## src/sv/sri_pkg.sv

```systemverilog
// Package: shared types and constants for the strided run index map.
`default_nettype none
package sri_pkg;
	localparam int MaxRuns   = 64;
	localparam int IdxW      = 32;
	localparam int CntW      = $clog2(MaxRuns + 1);
	localparam int PtrW      = $clog2(MaxRuns);

	localparam logic [1:0] KIND_APPEND = 2'd0;
	localparam logic [1:0] KIND_POS    = 2'd1;
	localparam logic [1:0] KIND_SRC    = 2'd2;
	localparam logic [1:0] KIND_NOP    = 2'd3;

	localparam logic [2:0] ST_OK       = 3'd0;
	localparam logic [2:0] ST_RANGE    = 3'd1;
	localparam logic [2:0] ST_BEFORE   = 3'd2;
	localparam logic [2:0] ST_FULL     = 3'd3;
	localparam logic [2:0] ST_OVERFLOW = 3'd4;

	typedef struct packed {
		logic [1:0]      kind;
		logic [IdxW-1:0] run_start;
		logic [IdxW-1:0] run_length;
		logic [IdxW-1:0] run_stride;
		logic [IdxW-1:0] query_position;
		logic [IdxW-1:0] query_source;
	} in_word_t;

	typedef struct packed {
		logic [IdxW-1:0] source_out;
		logic [IdxW-1:0] position_out;
		logic            contained;
		logic [2:0]      status;
		logic            merged;
		logic [6:0]      run_count_out;
		logic [IdxW-1:0] total_out;
		logic            is_unit_single;
	} out_word_t;

	// one table entry
	typedef struct packed {
		logic [IdxW-1:0] start;
		logic [IdxW-1:0] len;
		logic [IdxW-1:0] stride;
		logic [IdxW-1:0] base;
	} run_t;

	// scan token handed cell to cell
	typedef struct packed {
		logic            vld;
		logic [1:0]      kind;
		logic [IdxW-1:0] key;
		logic            hit;
		run_t            run;
	} scan_t;
endpackage
`default_nettype wire

```

## src/sv/sri_cell.sv

```systemverilog
// Cell: holds one run and updates the scan token as it passes.
`default_nettype none
module sri_cell import sri_pkg::*; (
	input  wire logic  clk,
	input  wire logic  arst_n,
	input  wire logic  wr,
	input  wire run_t  wr_run,
	input  wire logic  occupied,
	input  wire scan_t tok_in,
	output scan_t      tok_out,
	output run_t       run_q
);
	logic            take;
	logic            vld_q;
	logic [1:0]      kind_q;
	logic [IdxW-1:0] key_q;
	logic            hit_q;
	run_t            carry_q;

	assign tok_out = '{vld: vld_q, kind: kind_q, key: key_q, hit: hit_q, run: carry_q};

	always_ff @(posedge clk) begin
		if (wr) run_q <= wr_run;
	end

	// last run whose key field <= query wins; token passes in table order
	always_comb begin
		take = 1'b0;
		if (occupied) begin
			if (tok_in.kind == KIND_POS) take = run_q.base <= tok_in.key;
			else                         take = run_q.start <= tok_in.key;
		end
	end

	always_ff @(posedge clk or negedge arst_n) begin
		if (!arst_n) begin
			vld_q <= 1'b0;
		end else begin
			vld_q <= tok_in.vld;
		end
	end

	always_ff @(posedge clk) begin
		kind_q  <= tok_in.kind;
		key_q   <= tok_in.key;
		hit_q   <= tok_in.hit | take;
		carry_q <= take ? run_q : tok_in.run;
	end
endmodule
`default_nettype wire

```

## config.mk

```make
export PLATFORM = sky130hd
export DESIGN_NAME = sri_cell
export DESIGN_NICKNAME = d
export VERILOG_FILES = /design/src/sv/sri_pkg.sv /design/src/sv/sri_cell.sv
export SDC_FILE = /design/constraint.sdc
export NUM_CORES = 1
export LEC_CHECK = 0
export BUFFER_PORTS_ARGS = -buffer_cell sky130_fd_sc_hd__buf_2
export CORE_MARGIN = 10
export CORE_UTILIZATION = 25
export DETAILED_ROUTE_END_ITERATION = 8
export GPL_TIMING_DRIVEN = 0
export PLACE_DENSITY = 0.54
export SETUP_SLACK_MARGIN = 0.2
export SYNTH_ARGS = -nofsm -noshare
export SYNTH_HDL_FRONTEND = slang
export SYNTH_SLANG_ARGS = --single-unit
```

## constraint.sdc

```tcl
create_clock -name clk -period 3.6 [get_ports clk]
set_input_delay 0.36 -clock clk [delete_from_list [all_inputs] [get_ports clk]]
set_output_delay 0.36 -clock clk [all_outputs]
set_load 0.05 [all_outputs]
```

==> impl_results.md <==
* Post-Syn Nets at 993
* Root Buffer: clkbuf_16
* Final hold vios at 0
* Final worst path period share at 92.7%
* Post-Synthesis Cells at 633
* Worst-path maximum fanout at 10
* CP endpoint: tok_out[120]
* R2R Path Start: run_q[121]
* Status: completed
* Total Wirelength at 41,900 um
* Register area share after synthesis at 66.2%
* Power Dens Cells at 569 nW/um^2
* Cell Area, Placed at 14,500 sq um
* Non-filler instance count after layout at 2,031
* Syn Std Cell Area at 10,800 sq um
* H-tree depth at 2
* Clk network pwr share at 34.2%
* Longest Clk Path Bufs at 3
* Placer congestion estimate at 0.857
* Pin count of the biggest net entering global routing at 67
* EDFF count, synth at 128
* # DRC at 0
* Post-synth top area share at 35.7%
* Drt pass-1 iters at 4
* Total number of vias at 8,203
* Total grt overflow at 0
* Initial Utilization at 25.5%
* Fmax at 300 MHz
* Setup_tns at 0 ns
* Core area at 42,300 sq um
* Die Y at 228 um
* Latest clock arrival within the worst-skew pair at 0.52 ns
* Vias/cell at 4.04
* Worst-margin pin slew at 0.679 ns
* Synth Area per Inst at 17.0 sq um
* Final nets at 1,784
* Fin area at 17,300 sq um
* Most common library cells after synthesis: dfxtp_1 (163), edfxtp_1 (128), mux2_4 (109), ha_1 (64), inv_1 (34)
* CP required at 4.00 ns
* Vias in the first global route at 9,201
* CTS Sinks at 292
* Detailed Route Iter0 Violations at 307
* Post-synthesis xor/xnor area fraction at 0%
* Layout filler cell count at 4,000
* Top FF cell, synth: dfxtp_1
* Count of state elements after synthesis at 292
* CP startpoint: tok_in[159]
* Synthesized-area fraction occupied by adder cells at 7.43%
* I/O pin cnt at 588
* Worst reg-to-reg setup slack at 0.34 ns
* DP Wirelength at 32,800 um
* Peak supply drop at 0.364 mV
* Ratio of cells with drive above 1 in the final layout at 54.3%
* Crit start category: primary input
* CP arrival at 3.74 ns
* Post-synthesis mux area share at 17.2%
* Reg power frac at 40.1%
* Synthesis-to-finish area growth at 60.6%
* Max cap viols at 0
* Layout Skew at 0.0132 ns
* Worst hold margin at 0.0613 ns
* Placed Cells at 1,798
* Top-count cell post-synth: dfxtp_1
* Clock transition at path regs at 0.06 ns
* Pint at 6.68 mW
* Switching power at 3.16 mW
* Switching Share at 32.1%
* Yosys warning total at 0
* Row count at 75
* Min-Delay Path Class: in -> reg
* Synth async-reset ratio at 0.342%
* Routed Antenna Nets at 0
* Synth cell types at 37
* RSZ-0062 raised after global routing: no
* Ranking of synthesized cells by area: edfxtp_1 (36%), dfxtp_1 (30%), mux2_4 (15%)
* Drt wl/cell at 20.6 um
* Reg2Reg Capture Point: tok_out[120]
* Setup ws final at 0.263 ns
* Main combinational cell family by area after synthesis: multiplexers
* Die Area at 51,800 sq um
* Initial antenna violation count at 5
* Cts bufs inserted at 34
* Worst slack, placed at 0.0578 ns
* CP endpoint kind: flip-flop
* Combinational Power Share at 25.6%
* Final Max Tran Viols at 0
* Leakage at 8.26 nW
* Cell taking the most area after synthesis: edfxtp_1
* Post-synthesis simple-gate area fraction at 2.49%
* Worst R2R Path Depth at 9
* Compound-cell area share of the yosys netlist at 3.08%
* Rel. slew slack at 54.8%
* # setup viols final at 0
* Chip Width at 228 um
* First-pass GRT wire length at 58,300 um
* Tot GR Track Use at 15.1%
* CP Class: in -> reg
* CTS tree: done
* Tmin final at 3.34 ns
* I/O Buffers at 587
-- worst min path at each step --
stage	slack (ns)	end	cells after the start	start
after floorplan	0.06	vld_q	0	arst_n
after global placement	0.16	vld_q	1	arst_n
after detailed placement	0.16	vld_q	1	arst_n
after CTS	0.02	tok_out[116]	2	tok_in[116]
after global routing	0.03	run_q[103]	1	wr_run[103]
final	0.06	tok_out[16]	2	tok_in[16]
-- stage by stage --
step	util [%]	power [mW]
detailed placement	34.2	6.39
floorplan	-	5.65
global route	40.9	10.2
global placement	34.1	6.37
finish	40.9	9.84
CTS	40.7	9.96
-- area by class of cell --
class | instances | area [sq um] | area share [%]
buffer | 16 | 274 | 1.58
tap | 577 | 722 | 4.17
timing repair buffer | 755 | 4670 | 27.0
clock buffer | 56 | 1030 | 5.94
clock inverter | 6 | 65.1 | 0.376
multi-input combinational | 291 | 3270 | 18.9
antenna | 4 | 10.0 | 0.0579
sequential | 292 | 7130 | 41.2
inverter | 34 | 128 | 0.738
-- routing by layer --
metal	vias up	wire length [um]	global-route usage, %	share of wire [%]
met2	322	21900	26.7	52
met1	3908	15700	16.7	37
met5	-	13	0	0.031
li1	3914	-	-	-
met4	2	917	5.25	2.2
met3	57	3390	4.61	8.1
-- flip-flops by register name, summed over array words and instances, names as in the netlist --
signal   cells
hit_q        1
vld_q        1
run_q      128
kind_q       2
tok_out    128
key_q       32
-- power groups by stage --
stage,registers [mW],logic (mW),clock network (mW)
finish,3.95,2.52,3.37
global route,3.98,2.64,3.62
CTS,3.95,2.52,3.49
detailed placement,4.02,2.37,0
global placement,4.02,2.35,0
floorplan,5.07,0.578,0
-- cells by family after synthesis --
logic type / Yosys count
flip-flops: 292
AO/OA/AOI/OAI: 50
multiplexers: 128
buffers and inverters: 50
adder cells (fa/ha/maj): 64
AND/OR/NAND/NOR: 49
-- timing repair --
action | in CTS | in global routing
hold endpoints to repair | 164 | 0
gates cloned | 0 | 2
resized for setup | 1 | 5
endpoints found under the setup margin | 119 | 119
pin swaps | 0 | 2
hold buffers | 164 | 0
buffers inserted | 0 | 1
-- critical path, stage by stage --
cell and delay [ns]:
dlygate4sd3_1 0.56, buf_2 0.12, inv_1 0.06, ha_1 0.31, nand4_1 0.17, or4_1 0.59, o221a_2 0.32, o31a_1 0.14
o211ai_4 0.33, buf_12 0.21, buf_6 0.20, mux2_4 0.33
-- cells in the final DEF (no fill, tap or decap), types with 3 or more instances in the layout --
cell type      Yosys  layout
nand4_1           13      13
inv_1             34      34
o21ai_0            3       3
clkbuf_16          0      39
a21o_1             5       5
dfxtp_1          163     163
dlygate4sd3_1      0     164
buf_2              1     586
ha_1              64      63
clkbuf_8           0       3
clkbuf_1           0      16
clkinv_2           0       3
edfxtp_1         128     128
buf_12            11      12
nand2_1           14      14
diode_2            0       4
mux2_2            19      19
buf_4              2       3
a21oi_1           27      27
nand3_1            7       7
mux2_4           109     109
Note: power is estimated with default switching activity, not from simulation.
