File: src/sv/sri_pkg.sv
// Package: shared types and constants for the strided run index map.
`default_nettype none
package sri_pkg;
	localparam int MaxRuns   = 64;
	localparam int IdxW      = 32;
	localparam int CntW      = $clog2(MaxRuns + 1);
	localparam int PtrW      = $clog2(MaxRuns);

	localparam logic [1:0] KIND_APPEND = 2'd0;
	localparam logic [1:0] KIND_POS    = 2'd1;
	localparam logic [1:0] KIND_SRC    = 2'd2;
	localparam logic [1:0] KIND_NOP    = 2'd3;

	localparam logic [2:0] ST_OK       = 3'd0;
	localparam logic [2:0] ST_RANGE    = 3'd1;
	localparam logic [2:0] ST_BEFORE   = 3'd2;
	localparam logic [2:0] ST_FULL     = 3'd3;
	localparam logic [2:0] ST_OVERFLOW = 3'd4;

	typedef struct packed {
		logic [1:0]      kind;
		logic [IdxW-1:0] run_start;
		logic [IdxW-1:0] run_length;
		logic [IdxW-1:0] run_stride;
		logic [IdxW-1:0] query_position;
		logic [IdxW-1:0] query_source;
	} in_word_t;

	typedef struct packed {
		logic [IdxW-1:0] source_out;
		logic [IdxW-1:0] position_out;
		logic            contained;
		logic [2:0]      status;
		logic            merged;
		logic [6:0]      run_count_out;
		logic [IdxW-1:0] total_out;
		logic            is_unit_single;
	} out_word_t;

	// one table entry
	typedef struct packed {
		logic [IdxW-1:0] start;
		logic [IdxW-1:0] len;
		logic [IdxW-1:0] stride;
		logic [IdxW-1:0] base;
	} run_t;

	// scan token handed cell to cell
	typedef struct packed {
		logic            vld;
		logic [1:0]      kind;
		logic [IdxW-1:0] key;
		logic            hit;
		run_t            run;
	} scan_t;
endpackage
`default_nettype wire

File: src/sv/sri_div.sv
// Restoring divider, one quotient bit per cycle.
`default_nettype none
module sri_div import sri_pkg::*; (
	input  wire logic            clk,
	input  wire logic            arst_n,
	input  wire logic            start,
	input  wire logic [IdxW-1:0] num,
	input  wire logic [IdxW-1:0] den,
	output logic                 done,
	output logic [IdxW-1:0]      quo,
	output logic [IdxW-1:0]      rem
);
	localparam int CW = $clog2(IdxW + 1);
	logic [CW-1:0]   cnt_q;
	logic            busy_q;
	logic [IdxW-1:0] den_q;
	logic [IdxW:0]   trial;

	assign trial = {rem, quo[IdxW-1]} - {1'b0, den_q};

	always_ff @(posedge clk or negedge arst_n) begin
		if (!arst_n) begin
			busy_q <= 1'b0;
			cnt_q  <= '0;
			done   <= 1'b0;
		end else begin
			done <= 1'b0;
			if (start) begin
				busy_q <= 1'b1;
				cnt_q  <= CW'(IdxW);
			end else if (busy_q) begin
				cnt_q <= cnt_q - 1'b1;
				if (cnt_q == CW'(1)) begin
					busy_q <= 1'b0;
					done   <= 1'b1;
				end
			end
		end
	end

	always_ff @(posedge clk) begin
		if (start) begin
			quo   <= num;
			rem   <= '0;
			den_q <= den;
		end else if (busy_q) begin
			if (!trial[IdxW]) begin
				rem <= trial[IdxW-1:0];
				quo <= {quo[IdxW-2:0], 1'b1};
			end else begin
				rem <= {rem[IdxW-2:0], quo[IdxW-1]};
				quo <= {quo[IdxW-2:0], 1'b0};
			end
		end
	end
endmodule
`default_nettype wire

File: config.mk
export PLATFORM = sky130hd
export DESIGN_NAME = sri_div
export DESIGN_NICKNAME = d
export VERILOG_FILES = /design/src/sv/sri_pkg.sv /design/src/sv/sri_div.sv
export SDC_FILE = /design/constraint.sdc
export NUM_CORES = 1
export LEC_CHECK = 0
export ABC_AREA = 0
export BUFFER_PORTS_ARGS = -buffer_cell sky130_fd_sc_hd__buf_2
export CAP_MARGIN = 20
export CORE_MARGIN = 4
export CORE_UTILIZATION = 55
export DETAILED_ROUTE_END_ITERATION = 8
export MAX_ROUTING_LAYER = met4
export PLACE_DENSITY = 0.88
export SYNTH_ARGS = -nofsm -noshare
export SYNTH_HDL_FRONTEND = slang
export SYNTH_SLANG_ARGS = --single-unit
File: constraint.sdc
create_clock -name clk -period 3.35 [get_ports clk]
set_clock_uncertainty 0.05 [all_clocks]
set_input_delay 0.1675 -clock clk [delete_from_list [all_inputs] [get_ports clk]]
set_output_delay 0.1675 -clock clk [all_outputs]
set_load 0.05 [all_outputs]
==> results <==
- The run finished with clean final reports.
- The first detailed-routing pass took 5 iterations.
- Summing all non-filler instances in the final layout gives an area of ~7400 um2.
- The period utilization is 0.929.
- Setup violations remaining at the end of the flow were counted as 0.
- The core region area is around 10000 um2.
- For this run, asynchronously set or reset flops after synthesis account for 0.0769.
- The wire-length estimate of the detail-placed layout is ~10 mm.
- The number of gates resized after cts is 0.
- Summed over all instances, the cell type with the most area after synthesis is sky130_fd_sc_hd__edfxtp_1.
- The worst path in the final design needs a cycle of ~3100 ps, including I/O delays and setup.
- The clock passes through at most 2 buffers.
- The routed design has between 10 and 15 mm of wire.
- For this run, global-route usage on met3 was measured as 0.0593.
- The later-pin clock latency in the skew report is 400 ps.
- The number of antenna-violating nets in the routed design is 0.
- The met1 global-route usage is 0.297.
- When the netlist entered floorplanning its net count stood at 671.
- In this run the tightest slew margin relative to its limit is 0.407.
- The slack of the worst reg-to-reg path is 240 ps.
- The total count of max-transition violations in the final report was 0.
- The clock tree root buffer cell is sky130_fd_sc_hd__clkbuf_8.
- The buffers inserted during post-CTS setup optimization is 0.
- The arrival time at the worst endpoint is roughly 3300 ps.
- The first global-routing pass estimated around 25 mm of wire.
- The cell area after technology mapping is 5970 um2.
- Port buffering added between 100 and 150 buffers.
- The depth of the worst register-to-register path is 13.
- For this run the aggregate overflow at the end of global routing stands at 0.
- Of the cells placed in the final design, the portion with a size suffix greater than 1 is 0.263.
- The area of the die is between 10000 and 15000 um2.
- For the pin with the worst max-slew slack, the measured transition is slightly below 900 ps.
- In this run the most used layer during global routing was met2.
- Dividing total power by cell area gives a power density of roughly 870 nW/um2.
- The required time at the worst-slack endpoint is roughly 3500 ps.
- The placement-stage cell area is between 6000 and 7000 um2.
- The worst min-delay path category is in -> reg.
- Counting flops with a built-in enable in the synthesized netlist gives 64.
- After detailed routing, the number of remaining DRC violations is 0.
- The proportion of synthesized chip area in sequential cells is 0.463.
- Ranked by total cell area, the synthesized netlist is headed by sky130_fd_sc_hd__edfxtp_1 (32%), sky130_fd_sc_hd__dfxtp_1 (11%), sky130_fd_sc_hd__ha_1 (7.1%), sky130_fd_sc_hd__mux2_2 (5.8%), sky130_fd_sc_hd__mux2i_1 (4.9%).
- The share of synthesized area in the top cell type comes to 0.322.
- The area growth from synthesis to layout is 24.4%.
- The floorplan step set the die width to roughly 110 um.
- Entering global routing, the biggest net connects 41 pins.
- The worst hold path passes through 2 cells.
- The worst setup path is of the reg -> reg kind.
- The maximum resistive drop on vdd is between 0.0005 and 0.0006 V.
- Setup repair after global routing left no endpoint under its margin.
- The TritonCTS buffer count is 9.
- The H-tree was split into 3 levels.
- The critical path starts at quo[31].
- The number of antenna violations at the first check in global routing is 0.
- The number of core rows is 37.
- The worst setup path is captured at a register.
- Static timing analysis puts the maximum clock frequency at 321 MHz.
- In this run the mean area of a mapped cell was around 10 um2.
- The worst hold path terminates at quo[2].
- The dominant register cell in the synthesized netlist is sky130_fd_sc_hd__edfxtp_1.
- The final layout net count is 842.
- The clock sink count is approximately 100.
- Summing internal, switching and leakage power gives approximately 6.5 mW.
- The setup TNS is 0 ps.
- The boundary pin count is ~130.
- The congestion estimate from routability-driven global placement came to between 0.9 and 1.
- The startpoint identified for the worst register-to-register timing path is quo[31].
- The global-route usage over all layers is 0.247.
- The per-cell routed wire length is ~17 um.
- The distinct cell type count after synthesis is 56.
- The leakage power total is approximately 3.4 nW.
- In this run the most critical hold path is launched from num[2].
- The count of endpoints failing hold in the final timing report came to 0.
- The clock tree from TritonCTS is built.
- After clock tree synthesis, the clock-pin slew on the worst setup and hold paths is 110 ps.
- The final route contains roughly 5100 vias.
- The count of max-cap constraint violations is 0.
- The filler cell count in the final layout is approximately 740.
- The number of synthesized register bits is approximately 100.
- The initial utilization of the core area, before any placement, comes to 0.571.
- The endpoint of the worst-slack reg-to-reg timing path is rem[15].
- Of all nets on the critical path, the largest fanout is 17.
- The antenna diode instance count is 0.
- The startpoint type of the worst setup path is a register.
- The via count of the first global-routing pass is 5159.
- In the global route stage, met2 resource usage came out at 0.394.
- The vertical extent of the die is roughly 110 um.
- The number of warning messages in the yosys log is 0.
- The per-cell via count in the routed design is between 5 and 6.
- Counting every instance in the synthesized netlist gives between 500 and 600.
- For this block, the initial DRC count from the detailed router was 398.
[per-layer routing]
layer  vias up  share of wire  routed length, um
li1       2401              -                  -
met1      2385           0.41               6140
met2       215           0.48               7100
met3        52          0.074               1110
met4         0          0.039                579
met5         -              0                  0
[sequential cells by signal (all words and copies together) (netlist names)]
| name | cells |
|---|---|
| busy_q | 1 |
| den_q | 32 |
| quo | 32 |
| rem | 32 |
| cnt_q | 6 |
| done | 1 |
[cells in the mapped netlist (all sizes together), types with 6 or more instances]
| master | count |
|---|---|
| edfxtp | 64 |
| inv | 47 |
| nor2 | 46 |
| nand2 | 42 |
| a21oi | 38 |
| ha | 34 |
| dfxtp | 32 |
| mux2 | 31 |
| mux2i | 29 |
| a211oi | 24 |
| xnor2 | 22 |
| o21ai | 21 |
| a21o | 19 |
| clkbuf | 17 |
| xor2 | 12 |
| dfrtp | 8 |
| buf | 7 |
| nand2b | 6 |
| nor3 | 6 |
[where the power goes]
group	switching [mW]	total [mW]	internal, mW
combinational	2.36	3.71	1.36
sequential	0.304	1.98	1.68
clock	0.473	0.798	0.325
total	3.13	6.50	3.36
[placed cells by master, fill, tap and decap left out, types with 5 or more instances in the layout]
master,count
sky130_fd_sc_hd__mux2_2,31
sky130_fd_sc_hd__xor2_1,12
sky130_fd_sc_hd__a21o_1,19
sky130_fd_sc_hd__dfxtp_1,32
sky130_fd_sc_hd__nor2_1,46
sky130_fd_sc_hd__dfrtp_1,8
sky130_fd_sc_hd__nand2b_1,6
sky130_fd_sc_hd__o21ai_0,19
sky130_fd_sc_hd__buf_4,5
sky130_fd_sc_hd__nand3_1,5
sky130_fd_sc_hd__dlygate4sd3_1,47
sky130_fd_sc_hd__clkbuf_8,9
sky130_fd_sc_hd__buf_2,130
sky130_fd_sc_hd__a211oi_1,24
sky130_fd_sc_hd__edfxtp_1,64
sky130_fd_sc_hd__nor3_1,6
sky130_fd_sc_hd__inv_1,47
sky130_fd_sc_hd__mux2i_1,29
sky130_fd_sc_hd__ha_1,33
sky130_fd_sc_hd__a21oi_1,37
sky130_fd_sc_hd__nand4_1,5
sky130_fd_sc_hd__nand2_1,42
sky130_fd_sc_hd__xnor2_1,21
[how the worst max path moves through the flow]
stage | to | cells past startpoint | slack, ps
floorplan | rem[27] | 13 | 40
global placement | rem[30] | 13 | 390
detailed placement | rem[15] | 13 | 260
CTS | rem[15] | 13 | 230
global route | rem[15] | 13 | 30
finish | rem[15] | 13 | 240
[stage by stage]
step	utilization	cells	setup slack (ps)	hold WS, ps
6_report	0.710	881	238	24.0
5_1_grt	0.710	881	25.9	11.3
3_5_place_dp	0.646	818	259	-29.8
4_1_cts	0.710	881	230	0.158
3_3_place_gp	0.646	818	391	-34.7
2_1_floorplan	-	569	43.0	-178
[timing repair]
action                                  in CTS  in global routing
endpoints found under the hold margin       54                  0
hold buffers                                47                  0
endpoints found under the setup margin       0                  0
[logic make-up (layout without fill, tap and decap cells)]
group           count (synthesis)  after routing  synth area share
compound gates                136            136             0.155
simple gates                  129            129            0.0983
flops                         104            104             0.463
buf+inv                        71            247            0.0490
mux                            60             60             0.107
fa+ha+maj                      35             35            0.0746
xor+xnor                       34             34            0.0530
[critical path: stages, from the launching register on]
cell,delay (ps)
sky130_fd_sc_hd__edfxtp_1,350
sky130_fd_sc_hd__inv_1,60
sky130_fd_sc_hd__ha_2,190
sky130_fd_sc_hd__fa_2,350
sky130_fd_sc_hd__or2b_1,250
sky130_fd_sc_hd__a21o_1,180
sky130_fd_sc_hd__a21oi_2,200
sky130_fd_sc_hd__o21ai_2,100
sky130_fd_sc_hd__a31oi_4,210
sky130_fd_sc_hd__a41oi_4,200
sky130_fd_sc_hd__xnor2_4,280
sky130_fd_sc_hd__buf_12,210
sky130_fd_sc_hd__mux2i_1,240
sky130_fd_sc_hd__a211oi_1,100
[layout make-up]
type                    instances  area (um2)  area share
clock buffers                  10         149      0.0201
clock inverters                 6        47.5     0.00640
inverters                      47         176      0.0238
multi-input cells             394        2920       0.393
flip-flops and latches        104        2760       0.372
well taps                     136         170      0.0229
repair buffers                184        1200       0.161
No activity file was read; power rests on OpenSTA's default activity.
